**src/hdl/kpt_pkg.sv**
```systemverilog
// Package for the keyed periodic timer bank: sizes, command and result codes,
// queue item and table entry types. No dependencies; every other file imports it.

package kpt_pkg;

  // table size, reporting limit and queue depth
  localparam int MAX_TIMERS   = 16;
  localparam int RESULT_LIMIT = 16;
  localparam int Q_DEPTH      = 2;

  // field widths
  localparam int CMD_W    = 2;
  localparam int KEY_W    = 16;
  localparam int PERIOD_W = 32;
  localparam int KIND_W   = 3;

  // derived widths
  localparam int IDX_W  = (MAX_TIMERS > 1) ? $clog2(MAX_TIMERS) : 1;
  localparam int FILL_W = $clog2(MAX_TIMERS + 1);
  localparam int NCNT_W = $clog2(RESULT_LIMIT + 1);
  localparam int QPTR_W = (Q_DEPTH > 1) ? $clog2(Q_DEPTH) : 1;
  localparam int QCNT_W = $clog2(Q_DEPTH + 1);

  // command codes
  localparam logic [CMD_W-1:0] CMD_TICK      = 2'd0;
  localparam logic [CMD_W-1:0] CMD_INSTALL   = 2'd1;
  localparam logic [CMD_W-1:0] CMD_UNINSTALL = 2'd2;
  localparam logic [CMD_W-1:0] CMD_UNUSED    = 2'd3;

  // result kinds
  localparam logic [KIND_W-1:0] KIND_INSTALLED = 3'd0;
  localparam logic [KIND_W-1:0] KIND_DUPLICATE = 3'd1;
  localparam logic [KIND_W-1:0] KIND_FULL      = 3'd2;
  localparam logic [KIND_W-1:0] KIND_REMOVED   = 3'd3;
  localparam logic [KIND_W-1:0] KIND_NOT_FOUND = 3'd4;
  localparam logic [KIND_W-1:0] KIND_FIRED     = 3'd5;

  // command waiting between front and engine
  typedef struct packed {
    logic [CMD_W-1:0]    op;
    logic [KEY_W-1:0]    timer_id;
    logic [PERIOD_W-1:0] period;
    logic                has_action;
  } cmd_item_t;

  // one timer slot; slots are kept sorted by key
  typedef struct packed {
    logic [KEY_W-1:0]    key;
    logic [PERIOD_W-1:0] period;
    logic [PERIOD_W-1:0] count;
    logic                action;
  } entry_t;

endpackage

```
**src/hdl/kpt_if.sv**
```systemverilog
// Valid/ready channel interfaces for the timer bank's command input and result output.
// Depends on kpt_pkg for field widths.

interface kpt_in_if;
  import kpt_pkg::*;
  logic                valid;
  logic                ready;
  logic [CMD_W-1:0]    cmd;
  logic [KEY_W-1:0]    timer_id;
  logic [PERIOD_W-1:0] period;
  logic                has_action;

  modport source (output valid, output cmd, output timer_id, output period,
                  output has_action, input ready);
  modport sink   (input valid, input cmd, input timer_id, input period,
                  input has_action, output ready);
endinterface

interface kpt_out_if;
  import kpt_pkg::*;
  logic              valid;
  logic              ready;
  logic [KIND_W-1:0] kind;
  logic [KEY_W-1:0]  fired_id;
  logic              last;

  modport source (output valid, output kind, output fired_id, output last, input ready);
  modport sink   (input valid, input kind, input fired_id, input last, output ready);
endinterface

```
**src/hdl/kpt_front.sv**
```systemverilog
// Front end: accepts command items, drops the unused code and queues the rest
// for the engine. Depends on kpt_pkg and kpt_in_if.

module kpt_front import kpt_pkg::*; (
  input  logic       clk,
  input  logic       rst_n,
  kpt_in_if.sink     in_ch,
  output logic       q_valid,
  output cmd_item_t  q_item,
  input  logic       q_pop
);

  cmd_item_t         slot_r [Q_DEPTH];
  logic [QPTR_W-1:0] wr_ptr_r, wr_ptr_nxt;
  logic [QPTR_W-1:0] rd_ptr_r, rd_ptr_nxt;
  logic [QCNT_W-1:0] cnt_r, cnt_nxt;
  logic              take;
  logic              push;
  logic              pop;
  cmd_item_t         item_in;

  // accept while the queue has room
  assign in_ch.ready = (cnt_r != QCNT_W'(Q_DEPTH));
  assign take        = in_ch.valid && in_ch.ready;

  // classify: the unused code is accepted and dropped
  assign push = take && (in_ch.cmd != CMD_UNUSED);
  assign pop  = q_pop && q_valid;

  assign item_in.op         = in_ch.cmd;
  assign item_in.timer_id   = in_ch.timer_id;
  assign item_in.period     = in_ch.period;
  assign item_in.has_action = in_ch.has_action;

  assign q_valid = (cnt_r != '0);
  assign q_item  = slot_r[rd_ptr_r];

  // advance pointers, wrapping at the depth
  always_comb begin
    wr_ptr_nxt = wr_ptr_r;
    rd_ptr_nxt = rd_ptr_r;
    cnt_nxt    = cnt_r;
    if (push) begin
      wr_ptr_nxt = (wr_ptr_r == QPTR_W'(Q_DEPTH - 1)) ? '0 : wr_ptr_r + 1'b1;
    end
    if (pop) begin
      rd_ptr_nxt = (rd_ptr_r == QPTR_W'(Q_DEPTH - 1)) ? '0 : rd_ptr_r + 1'b1;
    end
    if (push && !pop) begin
      cnt_nxt = cnt_r + 1'b1;
    end else if (pop && !push) begin
      cnt_nxt = cnt_r - 1'b1;
    end
  end

  always_ff @(posedge clk) begin
    if (!rst_n) begin
      wr_ptr_r <= '0;
      rd_ptr_r <= '0;
      cnt_r    <= '0;
    end else begin
      wr_ptr_r <= wr_ptr_nxt;
      rd_ptr_r <= rd_ptr_nxt;
      cnt_r    <= cnt_nxt;
    end
  end

  // store queued items
  always_ff @(posedge clk) begin
    if (push) begin
      slot_r[wr_ptr_r] <= item_in;
    end
  end

endmodule

```
**src/hdl/kpt_engine.sv**
```systemverilog
// Back end: executes queued commands on the key-sorted timer table and drives
// the registered result channel. Depends on kpt_pkg and kpt_out_if.

module kpt_engine import kpt_pkg::*; (
  input  logic       clk,
  input  logic       rst_n,
  input  logic       q_valid,
  input  cmd_item_t  q_item,
  output logic       q_pop,
  kpt_out_if.source  out_ch
);

  localparam logic [1:0] ST_IDLE  = 2'd0;
  localparam logic [1:0] ST_SCAN  = 2'd1;
  localparam logic [1:0] ST_FLUSH = 2'd2;

  // table and control state
  entry_t            entry_r [MAX_TIMERS];
  entry_t            entry_nxt [MAX_TIMERS];
  logic [FILL_W-1:0] fill_r, fill_nxt;
  logic [1:0]        state_r, state_nxt;
  logic [IDX_W-1:0]  idx_r, idx_nxt;
  logic [NCNT_W-1:0] nfire_r, nfire_nxt;
  logic              held_v_r, held_v_nxt;
  logic [KEY_W-1:0]  held_key_r, held_key_nxt;

  // result register
  logic              out_valid_r, out_valid_nxt;
  logic [KIND_W-1:0] out_kind_r, out_kind_nxt;
  logic [KEY_W-1:0]  out_id_r, out_id_nxt;
  logic              out_last_r, out_last_nxt;
  logic              can_push;

  // key search over all slots
  logic [MAX_TIMERS-1:0] slot_used;
  logic [MAX_TIMERS-1:0] lt;
  logic [MAX_TIMERS-1:0] hit;
  logic [MAX_TIMERS-1:0] hit_pre;
  entry_t                ins_entry [MAX_TIMERS];
  entry_t                del_entry [MAX_TIMERS];
  entry_t                new_entry;
  logic                  dup;
  logic                  full;

  // scan step
  entry_t              cur;
  logic                in_range;
  logic [PERIOD_W-1:0] cnt_inc;
  logic                expire;
  logic                fire_take;

  assign can_push = !out_valid_r || out_ch.ready;

  assign new_entry.key    = q_item.timer_id;
  assign new_entry.period = q_item.period;
  assign new_entry.count  = '0;
  assign new_entry.action = q_item.has_action;

  // compare every slot against the command key; build shifted tables
  for (genvar i = 0; i < MAX_TIMERS; i++) begin : g_slot
    assign slot_used[i] = (FILL_W'(i) < fill_r);
    assign lt[i]        = slot_used[i] && (entry_r[i].key < q_item.timer_id);
    assign hit[i]       = slot_used[i] && (entry_r[i].key == q_item.timer_id);

    if (i == 0) begin : g_first
      assign hit_pre[i]   = hit[i];
      assign ins_entry[i] = lt[i] ? entry_r[i] : new_entry;
    end else begin : g_rest
      assign hit_pre[i]   = hit_pre[i-1] | hit[i];
      assign ins_entry[i] = lt[i]   ? entry_r[i] :
                            lt[i-1] ? new_entry  : entry_r[i-1];
    end

    if (i == MAX_TIMERS - 1) begin : g_top
      assign del_entry[i] = entry_r[i];
    end else begin : g_below
      assign del_entry[i] = hit_pre[i] ? entry_r[i+1] : entry_r[i];
    end
  end

  assign dup  = |hit;
  assign full = (fill_r == FILL_W'(MAX_TIMERS));

  // one slot of the tick scan
  assign cur       = entry_r[idx_r];
  assign in_range  = (FILL_W'(idx_r) < fill_r);
  assign cnt_inc   = (cur.count < cur.period) ? cur.count + 1'b1 : cur.count;
  assign expire    = (cnt_inc >= cur.period);
  assign fire_take = in_range && expire && cur.action &&
                     (nfire_r < NCNT_W'(RESULT_LIMIT));

  always_comb begin
    entry_nxt     = entry_r;
    fill_nxt      = fill_r;
    state_nxt     = state_r;
    idx_nxt       = idx_r;
    nfire_nxt     = nfire_r;
    held_v_nxt    = held_v_r;
    held_key_nxt  = held_key_r;
    q_pop         = 1'b0;
    out_valid_nxt = out_valid_r && !out_ch.ready;
    out_kind_nxt  = out_kind_r;
    out_id_nxt    = out_id_r;
    out_last_nxt  = out_last_r;

    case (state_r)
      ST_IDLE: begin
        if (q_valid) begin
          case (q_item.op)
            CMD_TICK: begin
              q_pop      = 1'b1;
              state_nxt  = ST_SCAN;
              idx_nxt    = '0;
              nfire_nxt  = '0;
              held_v_nxt = 1'b0;
            end
            CMD_INSTALL: begin
              if (can_push) begin
                q_pop         = 1'b1;
                out_valid_nxt = 1'b1;
                out_id_nxt    = q_item.timer_id;
                out_last_nxt  = 1'b1;
                if (dup) begin
                  out_kind_nxt = KIND_DUPLICATE;
                end else if (full) begin
                  out_kind_nxt = KIND_FULL;
                end else begin
                  out_kind_nxt = KIND_INSTALLED;
                  entry_nxt    = ins_entry;
                  fill_nxt     = fill_r + 1'b1;
                end
              end
            end
            CMD_UNINSTALL: begin
              if (can_push) begin
                q_pop         = 1'b1;
                out_valid_nxt = 1'b1;
                out_id_nxt    = q_item.timer_id;
                out_last_nxt  = 1'b1;
                if (dup) begin
                  out_kind_nxt = KIND_REMOVED;
                  entry_nxt    = del_entry;
                  fill_nxt     = fill_r - 1'b1;
                end else begin
                  out_kind_nxt = KIND_NOT_FOUND;
                end
              end
            end
            default: begin
              q_pop = 1'b1;
            end
          endcase
        end
      end

      ST_SCAN: begin
        // stall only when a held fire must go out and the result register is busy
        if (!(fire_take && held_v_r && !can_push)) begin
          if (in_range) begin
            entry_nxt[idx_r].count = expire ? '0 : cnt_inc;
          end
          if (fire_take) begin
            if (held_v_r) begin
              out_valid_nxt = 1'b1;
              out_kind_nxt  = KIND_FIRED;
              out_id_nxt    = held_key_r;
              out_last_nxt  = 1'b0;
            end
            held_v_nxt   = 1'b1;
            held_key_nxt = cur.key;
            nfire_nxt    = nfire_r + 1'b1;
          end
          if (idx_r == IDX_W'(MAX_TIMERS - 1)) begin
            state_nxt = ST_FLUSH;
          end else begin
            idx_nxt = idx_r + 1'b1;
          end
        end
      end

      ST_FLUSH: begin
        // emit the final fire marked last
        if (!held_v_r) begin
          state_nxt = ST_IDLE;
        end else if (can_push) begin
          out_valid_nxt = 1'b1;
          out_kind_nxt  = KIND_FIRED;
          out_id_nxt    = held_key_r;
          out_last_nxt  = 1'b1;
          held_v_nxt    = 1'b0;
          state_nxt     = ST_IDLE;
        end
      end

      default: begin
        state_nxt = ST_IDLE;
      end
    endcase
  end

  always_ff @(posedge clk) begin
    if (!rst_n) begin
      state_r     <= ST_IDLE;
      fill_r      <= '0;
      idx_r       <= '0;
      nfire_r     <= '0;
      held_v_r    <= 1'b0;
      out_valid_r <= 1'b0;
    end else begin
      state_r     <= state_nxt;
      fill_r      <= fill_nxt;
      idx_r       <= idx_nxt;
      nfire_r     <= nfire_nxt;
      held_v_r    <= held_v_nxt;
      out_valid_r <= out_valid_nxt;
    end
  end

  // payload registers
  always_ff @(posedge clk) begin
    entry_r    <= entry_nxt;
    held_key_r <= held_key_nxt;
    out_kind_r <= out_kind_nxt;
    out_id_r   <= out_id_nxt;
    out_last_r <= out_last_nxt;
  end

  assign out_ch.valid    = out_valid_r;
  assign out_ch.kind     = out_kind_r;
  assign out_ch.fired_id = out_id_r;
  assign out_ch.last     = out_last_r;

endmodule

```
**src/hdl/keyed_periodic_timer_bank_top.sv**
```systemverilog
// Top level of the keyed periodic timer bank: command front end, queue and engine.
// Depends on kpt_pkg, kpt_if, kpt_front and kpt_engine.
//
//   channel  dir  handshake            payload
//   in_ch    in   in_ch.valid/ready    cmd, timer_id, period, has_action
//   out_ch   out  out_ch.valid/ready   kind, fired_id, last
//
// For install and uninstall, the key compare over all slots and the sorted-table shift
// happen together in the same cycle.
// A tick is decoded, then the single count-update unit walks the key-sorted table one
// slot per cycle unless a held fire stalls it, then the final fire goes out.
// A two-item queue keeps accepting commands while the engine scans, until it is full.
// Reset is synchronous, active low, and empties the table and the queue at once.
// The engine holds an install, an uninstall, a scan step at a second or later fire,
// or the final fire while the result register is full and not being taken.

module keyed_periodic_timer_bank_top import kpt_pkg::*; (
  input  logic       clk,
  input  logic       rst_n,
  kpt_in_if.sink     in_ch,
  kpt_out_if.source  out_ch
);

  logic      q_valid;
  logic      q_pop;
  cmd_item_t q_item;

  kpt_front u_front (
    .clk     (clk),
    .rst_n   (rst_n),
    .in_ch   (in_ch),
    .q_valid (q_valid),
    .q_item  (q_item),
    .q_pop   (q_pop)
  );

  kpt_engine u_engine (
    .clk     (clk),
    .rst_n   (rst_n),
    .q_valid (q_valid),
    .q_item  (q_item),
    .q_pop   (q_pop),
    .out_ch  (out_ch)
  );

endmodule

```
**src/flat_wrapper.sv**
```systemverilog
// flat-port wrapper written by rule: the top's interface ports become plain ports
module keyed_periodic_timer_bank_top_flat import kpt_pkg::*;
  (clk, rst_n, in_ch_valid, in_ch_cmd, in_ch_timer_id, in_ch_period, in_ch_has_action, in_ch_ready, out_ch_valid, out_ch_kind, out_ch_fired_id, out_ch_last, out_ch_ready);
  kpt_in_if in_ch_i ();
  kpt_out_if out_ch_i ();
  input  logic clk;
  input  logic rst_n;
  input wire logic [$bits(in_ch_i.valid)-1:0] in_ch_valid;
  input wire logic [$bits(in_ch_i.cmd)-1:0] in_ch_cmd;
  input wire logic [$bits(in_ch_i.timer_id)-1:0] in_ch_timer_id;
  input wire logic [$bits(in_ch_i.period)-1:0] in_ch_period;
  input wire logic [$bits(in_ch_i.has_action)-1:0] in_ch_has_action;
  output wire logic [$bits(in_ch_i.ready)-1:0] in_ch_ready;
  output wire logic [$bits(out_ch_i.valid)-1:0] out_ch_valid;
  output wire logic [$bits(out_ch_i.kind)-1:0] out_ch_kind;
  output wire logic [$bits(out_ch_i.fired_id)-1:0] out_ch_fired_id;
  output wire logic [$bits(out_ch_i.last)-1:0] out_ch_last;
  input wire logic [$bits(out_ch_i.ready)-1:0] out_ch_ready;
  assign in_ch_i.valid = in_ch_valid;
  assign in_ch_i.cmd = in_ch_cmd;
  assign in_ch_i.timer_id = in_ch_timer_id;
  assign in_ch_i.period = in_ch_period;
  assign in_ch_i.has_action = in_ch_has_action;
  assign in_ch_ready = in_ch_i.ready;
  assign out_ch_valid = out_ch_i.valid;
  assign out_ch_kind = out_ch_i.kind;
  assign out_ch_fired_id = out_ch_i.fired_id;
  assign out_ch_last = out_ch_i.last;
  assign out_ch_i.ready = out_ch_ready;
  keyed_periodic_timer_bank_top u_core (.clk(clk), .rst_n(rst_n), .in_ch(in_ch_i), .out_ch(out_ch_i));
endmodule
```
**config.mk**
```make
export PLATFORM = sky130hd
export DESIGN_NAME = keyed_periodic_timer_bank_top_flat
export DESIGN_NICKNAME = d
export VERILOG_FILES = /design/src/hdl/kpt_pkg.sv /design/src/hdl/kpt_if.sv /design/src/hdl/kpt_front.sv /design/src/hdl/kpt_engine.sv /design/src/hdl/keyed_periodic_timer_bank_top.sv /design/src/flat_wrapper.sv
export SDC_FILE = /design/constraint.sdc
export NUM_CORES = 2
export LEC_CHECK = 0
export CAP_MARGIN = 10
export CORE_MARGIN = 3
export CORE_UTILIZATION = 48
export CTS_BUF_LIST = sky130_fd_sc_hd__clkbuf_8
export DETAILED_ROUTE_END_ITERATION = 10
export DONT_BUFFER_PORTS = 1
export PLACE_DENSITY_LB_ADDON = 0.1
export SLEW_MARGIN = 15
export SYNTH_ARGS = -nofsm -noshare
export SYNTH_HDL_FRONTEND = slang
export SYNTH_SLANG_ARGS = --single-unit
```
**constraint.sdc**
```tcl
create_clock -name clk -period 12.63 [get_ports clk]
set_input_delay 0.6315 -clock clk [delete_from_list [all_inputs] [get_ports clk]]
set_output_delay 0.6315 -clock clk [all_outputs]
set_load 0.05 [all_outputs]
```
[After elaboration in Yosys (flattened, before gate mapping)]
Memory sizes are Yosys's and may differ from the RTL's. A register that Yosys moved wholly into a read port is not among the register bits.
Index checks and enable logic that the tools add are counted.
Operators by class
  bitwise operators: 16
  mux-type cells: 144
  order comparisons: 38
  add/subtract/negate cells: 9
  reductions and logical operators: 84
  equal/unequal tests: 83
Operators by type and width (number)
  $mux 1296: 8
  $pmux 1296 s2: 2
  $mux 81: 48
  $bwmux 1296: 1
  $bmux 81 s4: 1
  $demux 81 s4: 1
  $eq 16x16->1: 16
  $lt 16x16->1: 16
  $reduce_and 12->1: 15
  $mux 16: 8
  $ne 3x3->1 const B: 36
  $mux 32: 2
  $pmux 16 s3: 1
  $mux 5: 9
  $logic_and 1x1->1: 44
  $ne 2x2->1 const B: 21
  $lt 4x5->1 const A: 8
  $mux 33: 1
  $add 32x1->32 const B: 1
  $ge 32x32->1: 1
  $lt 32x32->1: 1
  $mux 1: 30
  $mux 3: 9
  $lt 3x5->1 const A: 4
  42 further kinds: 90
Storage, ports and cells
  word-level logic and storage cells: 452
  flip-flop bits (word level): 1354
  memory bits (writable): 102
  memories: 1
Memory list
  u_core.u_front.slot_r: words 2, width 51, read ports 1, clocked after Yosys merged registers in 1, wr ports 1, RTL line kpt_front.sv:13  | cmd_item_t slot_r [Q_DEPTH];

[Longest topological paths before layout]
  depth in word-level cells: 22
  mapped depth: 32
  gate-level depth less buffers: 23

[By module]
Synthesis repeated with hierarchy kept, for this count alone.
Second synthesis, totals
  cells, all modules: 7325
  area, all modules: 89149.3 um^2
By module, submodules not included
  kpt_engine: times used 1, area each 85245.5 um^2, cells an instance 7141
  kpt_front: times used 1, area each 3903.7 um^2, cells an instance 184

[Least setup slack after synthesis]
Ideal clock, no wire load.
  path type: register to register
  start: reg u_core.u_engine.idx_r[0]
  end: reg u_core.u_engine.entry_r[325] (netlist name), enable pin
  stages on the path, launching flop included: 29
  buffers on the path: 8
  clock period less this slack: 12.857 ns
  setup slack: -0.227 ns
  setup time: 0.595 ns
  arrival time: 12.262 ns
  cell sequence: dfxtp_1 > buf_4 > buf_6 > buf_6 > buf_4 > buf_2 > buf_1 > mux4_2 > mux4_2 > inv_1 > ha_1 > a2111oi_0 > o21ai_0 > o211ai_1 > o211ai_1 > nor4_2 > buf_4 > nand4_1 > xor2_1 > buf_2 > inv_1 > ha_1 > and4_1 > a221o_1 > a2111oi_0 > o21ai_1 > a31oi_1 > o211ai_1 > a2111oi_0
Between the ends
  cells in the longest elaborated chain, start to end: 14
RTL lines
  start, declared: RTL line kpt_engine.sv:22  | logic [IDX_W-1:0] idx_r, idx_nxt;
  start signal, assigned: RTL line kpt_engine.sv:212  | idx_r <= idx_nxt;
  $not 4->5 (implied by the code): RTL line kpt_engine.sv:85  | assign cur = entry_r[idx_r];
  $bmux 81 s4: RTL line kpt_engine.sv:85
  $mux 81 (implied by the code) (2 in a row): RTL line kpt_engine.sv:85
  $add 32x1->32 or $lt 32x32->1 (tied branches): RTL line kpt_engine.sv:87  | assign cnt_inc = (cur.count < cur.period) ? cur.count + 1'b1 : cur.count;
  $mux 32: RTL line kpt_engine.sv:87
  $ge 32x32->1: RTL line kpt_engine.sv:88  | assign expire = (cnt_inc >= cur.period);
  $logic_and 1x1->1 (3 in a row): RTL line kpt_engine.sv:89  | assign fire_take = in_range && expire && cur.action &&
  $logic_and 1x1->1 (2 in a row): RTL line kpt_engine.sv:158  | if (!(fire_take && held_v_r && !can_push)) begin
  $ne 2x2->1 (no line)
  $reduce_and 12->1 (no line) *
  end signal, assigned: RTL line kpt_engine.sv:221  | entry_r <= entry_nxt;
  end, declared: RTL line kpt_engine.sv:18  | entry_t entry_r [MAX_TIMERS];
Mark *: on every way between the ends. The rest lies on a longest branch, timed or not. The select of a mux whose other input is x is not followed.
A chain may end at the register's enable or synchronous reset.

==> flow_summary_export.csv <==
group,metric,value,unit
worst_setup_path,cp-end-kind,"flop",
cells_and_area,syn_to_final_growth,8.91,%
logic_synthesis,synth.distinct_cells,82,
sta,fin_tns_setup,0,ps
logic_synthesis,combinational_family_with_the_most_area_after_synthesis,"compound AO/OA/AOI/OAI gates",
cts,cts_tree,"built",
global_routing,use_met2,49.1,%
power,seq_power_share,37.8,%
power,fin_total_pwr,24.3,mW
sta,final.min_clock_period,10600,ps
sta,postLayoutSetupSlackWorst,2030,ps
routing,routed_via_density,6.92,
routing,drt-pass1-iter-count,7,
floorplan,coreArea,183000,um^2
cells_and_area,finish.cell_count_without_fillers,10500,
global_routing,global_route.usage.met3,10.4,%
cells_and_area,postLayoutCoreUtil,52.7,%
cts,clk_tree_root_cell,"sky130_fd_sc_hd__clkbuf_8",
logic_synthesis,async_reset_ff_share,0,%
logic_synthesis,synthesis.area_per_instance,11.0,um^2
routing,routed_wire_length_per_instance,31.8,um
sta,min_period_over_period,84.0,%
cells_and_area,final_layout_size_suffix_gt1_share,13.9,%
placed_design,placement.cell_area,91100,um^2
logic_synthesis,synthTopCellsByCount,"sky130_fd_sc_hd__edfxtp_1, sky130_fd_sc_hd__nand2_1, sky130_fd_sc_hd__nor2_1",
logic_synthesis,netlist_area,88800,um^2
logic_synthesis,number_of_flops_mapped_to_enable_cells_by_yosys,1434,
worst_setup_path,kind_of_critical_path,"flop to flop",
logic_synthesis,yosysSeqAreaShare,49.0,%
sta,worst_pin_slew,1340,ps
routing,wirelength,335000,um
sta,timing.final.hold_violations,0,
floorplan,floorplan.die_area,190000,um^2
power,p_per_area,251,nW/um^2
logic_synthesis,synthXorXnorAreaFrac,0.482,%
power,max-vdd-ir-drop,183,uV
cts,path_clk_slew,60,ps
placed_design,finalWeightedCongestion,0.970,
sta,total_count_of_max_transition_violations_in_the_final_report,0,
power,power.combinational.fraction,43.8,%
floorplan,io_pins,77,
worst_setup_path,data_required_critical_path,13460,ps
logic_synthesis,portion_of_synthesized_cell_area_occupied_by_the_leading_cell_type,48.5,%
cts,ctsLongestPathBuffers,4,
floorplan,die_width,436,um
worst_setup_path,arrival,11430,ps
logic_synthesis,synthesized_area_fraction_occupied_by_ao_oa_aoi_and_oai_cells,18.7,%
logic_synthesis,muxShareOfSynthArea,12.6,%
logic_synthesis,post-synth-top-area-cell,"sky130_fd_sc_hd__edfxtp_1",
cts,clock_sinks,1457,
cts,total_of_cells_resized_after_clock_tree_synthesis,0,
logic_synthesis,synth.yosys.warnings,0,
power,power_report.internal_total,13.7,mW
outcome,run_status,"finished clean",
logic_synthesis,syn_inst,8087,
logic_synthesis,synth_most_common_cell,"sky130_fd_sc_hd__edfxtp_1",
placed_design,port_buffers,0,
sta,setup-violations-final,0,
logic_synthesis,synth_ff_type,"sky130_fd_sc_hd__edfxtp_1",
global_routing,track_usage,34.1,%
power,power_switching_share,43.6,%
cts,post-cts-setup-buffers,0,
sta,maxSlewHeadroom,10.7,%
cells_and_area,design_area,96700,um^2
cells_and_area,fillCellCount,16200,
placed_design,dp_hpwl,193000,um
global_routing,first_global_vias,68900,
cts,post_cts_hold_buffer_count,53,
worst_hold_path,min-delay-path-class,"input port to flop",
worst_setup_path,critical_path_peak_fanout,48,
floorplan,die_h,436,um
floorplan,placement_rows,157,
job,cap_viol_max_count,0,
global_routing,grt_pass1_wl,483000,um
placed_design,dp_cells,9992,
global_routing,gr-usage-met1,48.5,%
cts,cts-buffers-inserted,287,
power,power.static_leakage,34.1,nW
power,power.net_switching,10.6,mW
cts,clock_latency_on_the_worst_skew_pair,1070,ps
sta,rsz0062_at_grt,"false",
logic_synthesis,leading_post_synthesis_cells_by_cell_area,"sky130_fd_sc_hd__edfxtp_1, sky130_fd_sc_hd__mux4_2, sky130_fd_sc_hd__ha_1, sky130_fd_sc_hd__a211o_1, sky130_fd_sc_hd__nand2_1",
cts,h-tree-depth,5,
routing,first_iter_violations,10600,
logic_synthesis,post_synth_fa_ha_maj_area_fraction,4.78,%
logic_synthesis,postSynthNetCount,8481,
cells_and_area,nets,8264,
sta,max_freq,0.0943,GHz
floorplan,initial_core_util,48.4,%
power,clkPwrFrac,18.4,%
worst_setup_path,worstSetupStartpointType,"flop",
global_routing,grt_max_degree,220,
sta,final.setup_skew,86.1,ps
routing,drc_errors,0,
logic_synthesis,synth.ff_latch_count,1457,
logic_synthesis,synth-simple-area-share,10.6,%
placed_design,detailedPlace.worstSlack,2330,ps
routing,ant_nets,0,
global_routing,grt_antenna_before_repair,11,
global_routing,grt_busiest_layer,"met2",
routing,number_of_vias_after_detailed_routing,72900,
sta,worst_hold_slack,98.5,ps
global_routing,grt_remaining_overflow,0,
-- cell families (layout without fill, tap and decap cells) --
group                    Yosys count  after routing
XOR/XNOR                          36             36
buffers and inverters            887            857
AO/OA/AOI/OAI                   2570           2570
flip-flops                      1457           1457
multiplexers                     639            639
AND/OR/NAND/NOR                 2159           2159
other                              0              5
adder cells (fa/ha/maj)          339            339
-- layout by cell type (no fill, tap or decap), drive strengths merged, types with 28 or more instances in the layout --
master	n
a211o	434
a211oi	78
a21o	44
a21oi	595
a22oi	378
a31oi	61
a32oi	50
buf	198
clkbuf	296
clkinv	79
dlygate4sd3	53
edfxtp	1434
ha	339
inv	219
mux2	66
mux2i	200
mux4	373
nand2	994
nand2b	28
nand3	130
nand3b	53
nand4	83
nor2	656
nor2b	41
nor3	43
o211ai	77
o21ai	761
or3	59
xor2	28
-- area by class of cell --
cell class	instances	area [um^2]	area share [%]
Antenna cell	5	12.5	0.0129
Clock buffer	296	4070	4.21
Clock inverter	180	912	0.943
Inverter	130	488	0.505
Multi-Input combinational cell	5743	42500	43.9
Sequential cell	1457	43500	45.0
Tap cell	2464	3080	3.19
Timing Repair Buffer	251	2140	2.21
-- sequential cells by signal, summed over array words and instances, names as in the netlist, 2 cells and up, named ones only --
register                         count
u_core.u_front.slot_r              102
u_core.u_engine.held_key_r          16
u_core.u_engine.del_entry           81
u_core.u_engine.entry_r           1215
u_core.u_engine.out_ch.kind          3
u_core.u_engine.state_r              2
u_core.u_engine.out_ch.fired_id     16
u_core.u_engine.fill_r               5
u_core.u_engine.idx_r                4
u_core.u_engine.nfire_r              5
u_core.u_front.cnt_r                 2
-- layer usage --
layer	vias to the layer above	wire, um	part of all wire (%)
met3	741	43300	13
li1	30800	-	-
met5	-	64	0.019
met1	36300	136000	41
met2	5042	143000	43
met4	2	12500	3.7
-- worst paths after layout --
kind | from | end | slack, ps | depth (start not counted)
setup / recovery | u_core.u_engine.idx_r[1] | u_core.u_engine.entry_r[992] | 2030 | 23
hold / removal | in_ch_valid | u_core.u_front.wr_ptr_r | 100 | 3
setup reg to reg | u_core.u_engine.idx_r[1] | u_core.u_engine.entry_r[992] | 2030 | 23
hold reg to reg | u_core.u_engine.nfire_r[1] | u_core.u_engine.nfire_r[1] | 500 | 2
-- worst max-delay path: stages, from the launching register on --
cell and delay, ps:
sky130_fd_sc_hd__dfxtp_4 900, sky130_fd_sc_hd__buf_4 590, sky130_fd_sc_hd__buf_4 570, sky130_fd_sc_hd__mux4_2 400
sky130_fd_sc_hd__mux4_2 480, sky130_fd_sc_hd__inv_1 250, sky130_fd_sc_hd__ha_1 320, sky130_fd_sc_hd__a21oi_1 130
sky130_fd_sc_hd__nand2_1 70, sky130_fd_sc_hd__a21oi_1 360, sky130_fd_sc_hd__a31oi_1 290, sky130_fd_sc_hd__nor4_4 710
sky130_fd_sc_hd__nand4_1 250, sky130_fd_sc_hd__xor2_2 850, sky130_fd_sc_hd__inv_1 110, sky130_fd_sc_hd__ha_1 240
sky130_fd_sc_hd__a21oi_1 130, sky130_fd_sc_hd__o21ai_0 170, sky130_fd_sc_hd__a221o_1 430, sky130_fd_sc_hd__a2111oi_0 710
sky130_fd_sc_hd__o21ai_1 330, sky130_fd_sc_hd__nor2_1 460, sky130_fd_sc_hd__nand3_2 930, sky130_fd_sc_hd__o21ai_0 550
-- power by group through the flow --
stage | Combinational, mW | Sequential (mW) | Clock (mW)
after floorplan | 6.78 | 8.77 | 0
after global placement | 10.1 | 9.18 | 0
after detailed placement | 10.3 | 9.19 | 0
after CTS | 10.3 | 9.11 | 4.53
after global routing | 11.3 | 9.30 | 4.74
final | 10.6 | 9.18 | 4.46
(Power assumes the default switching activity.)
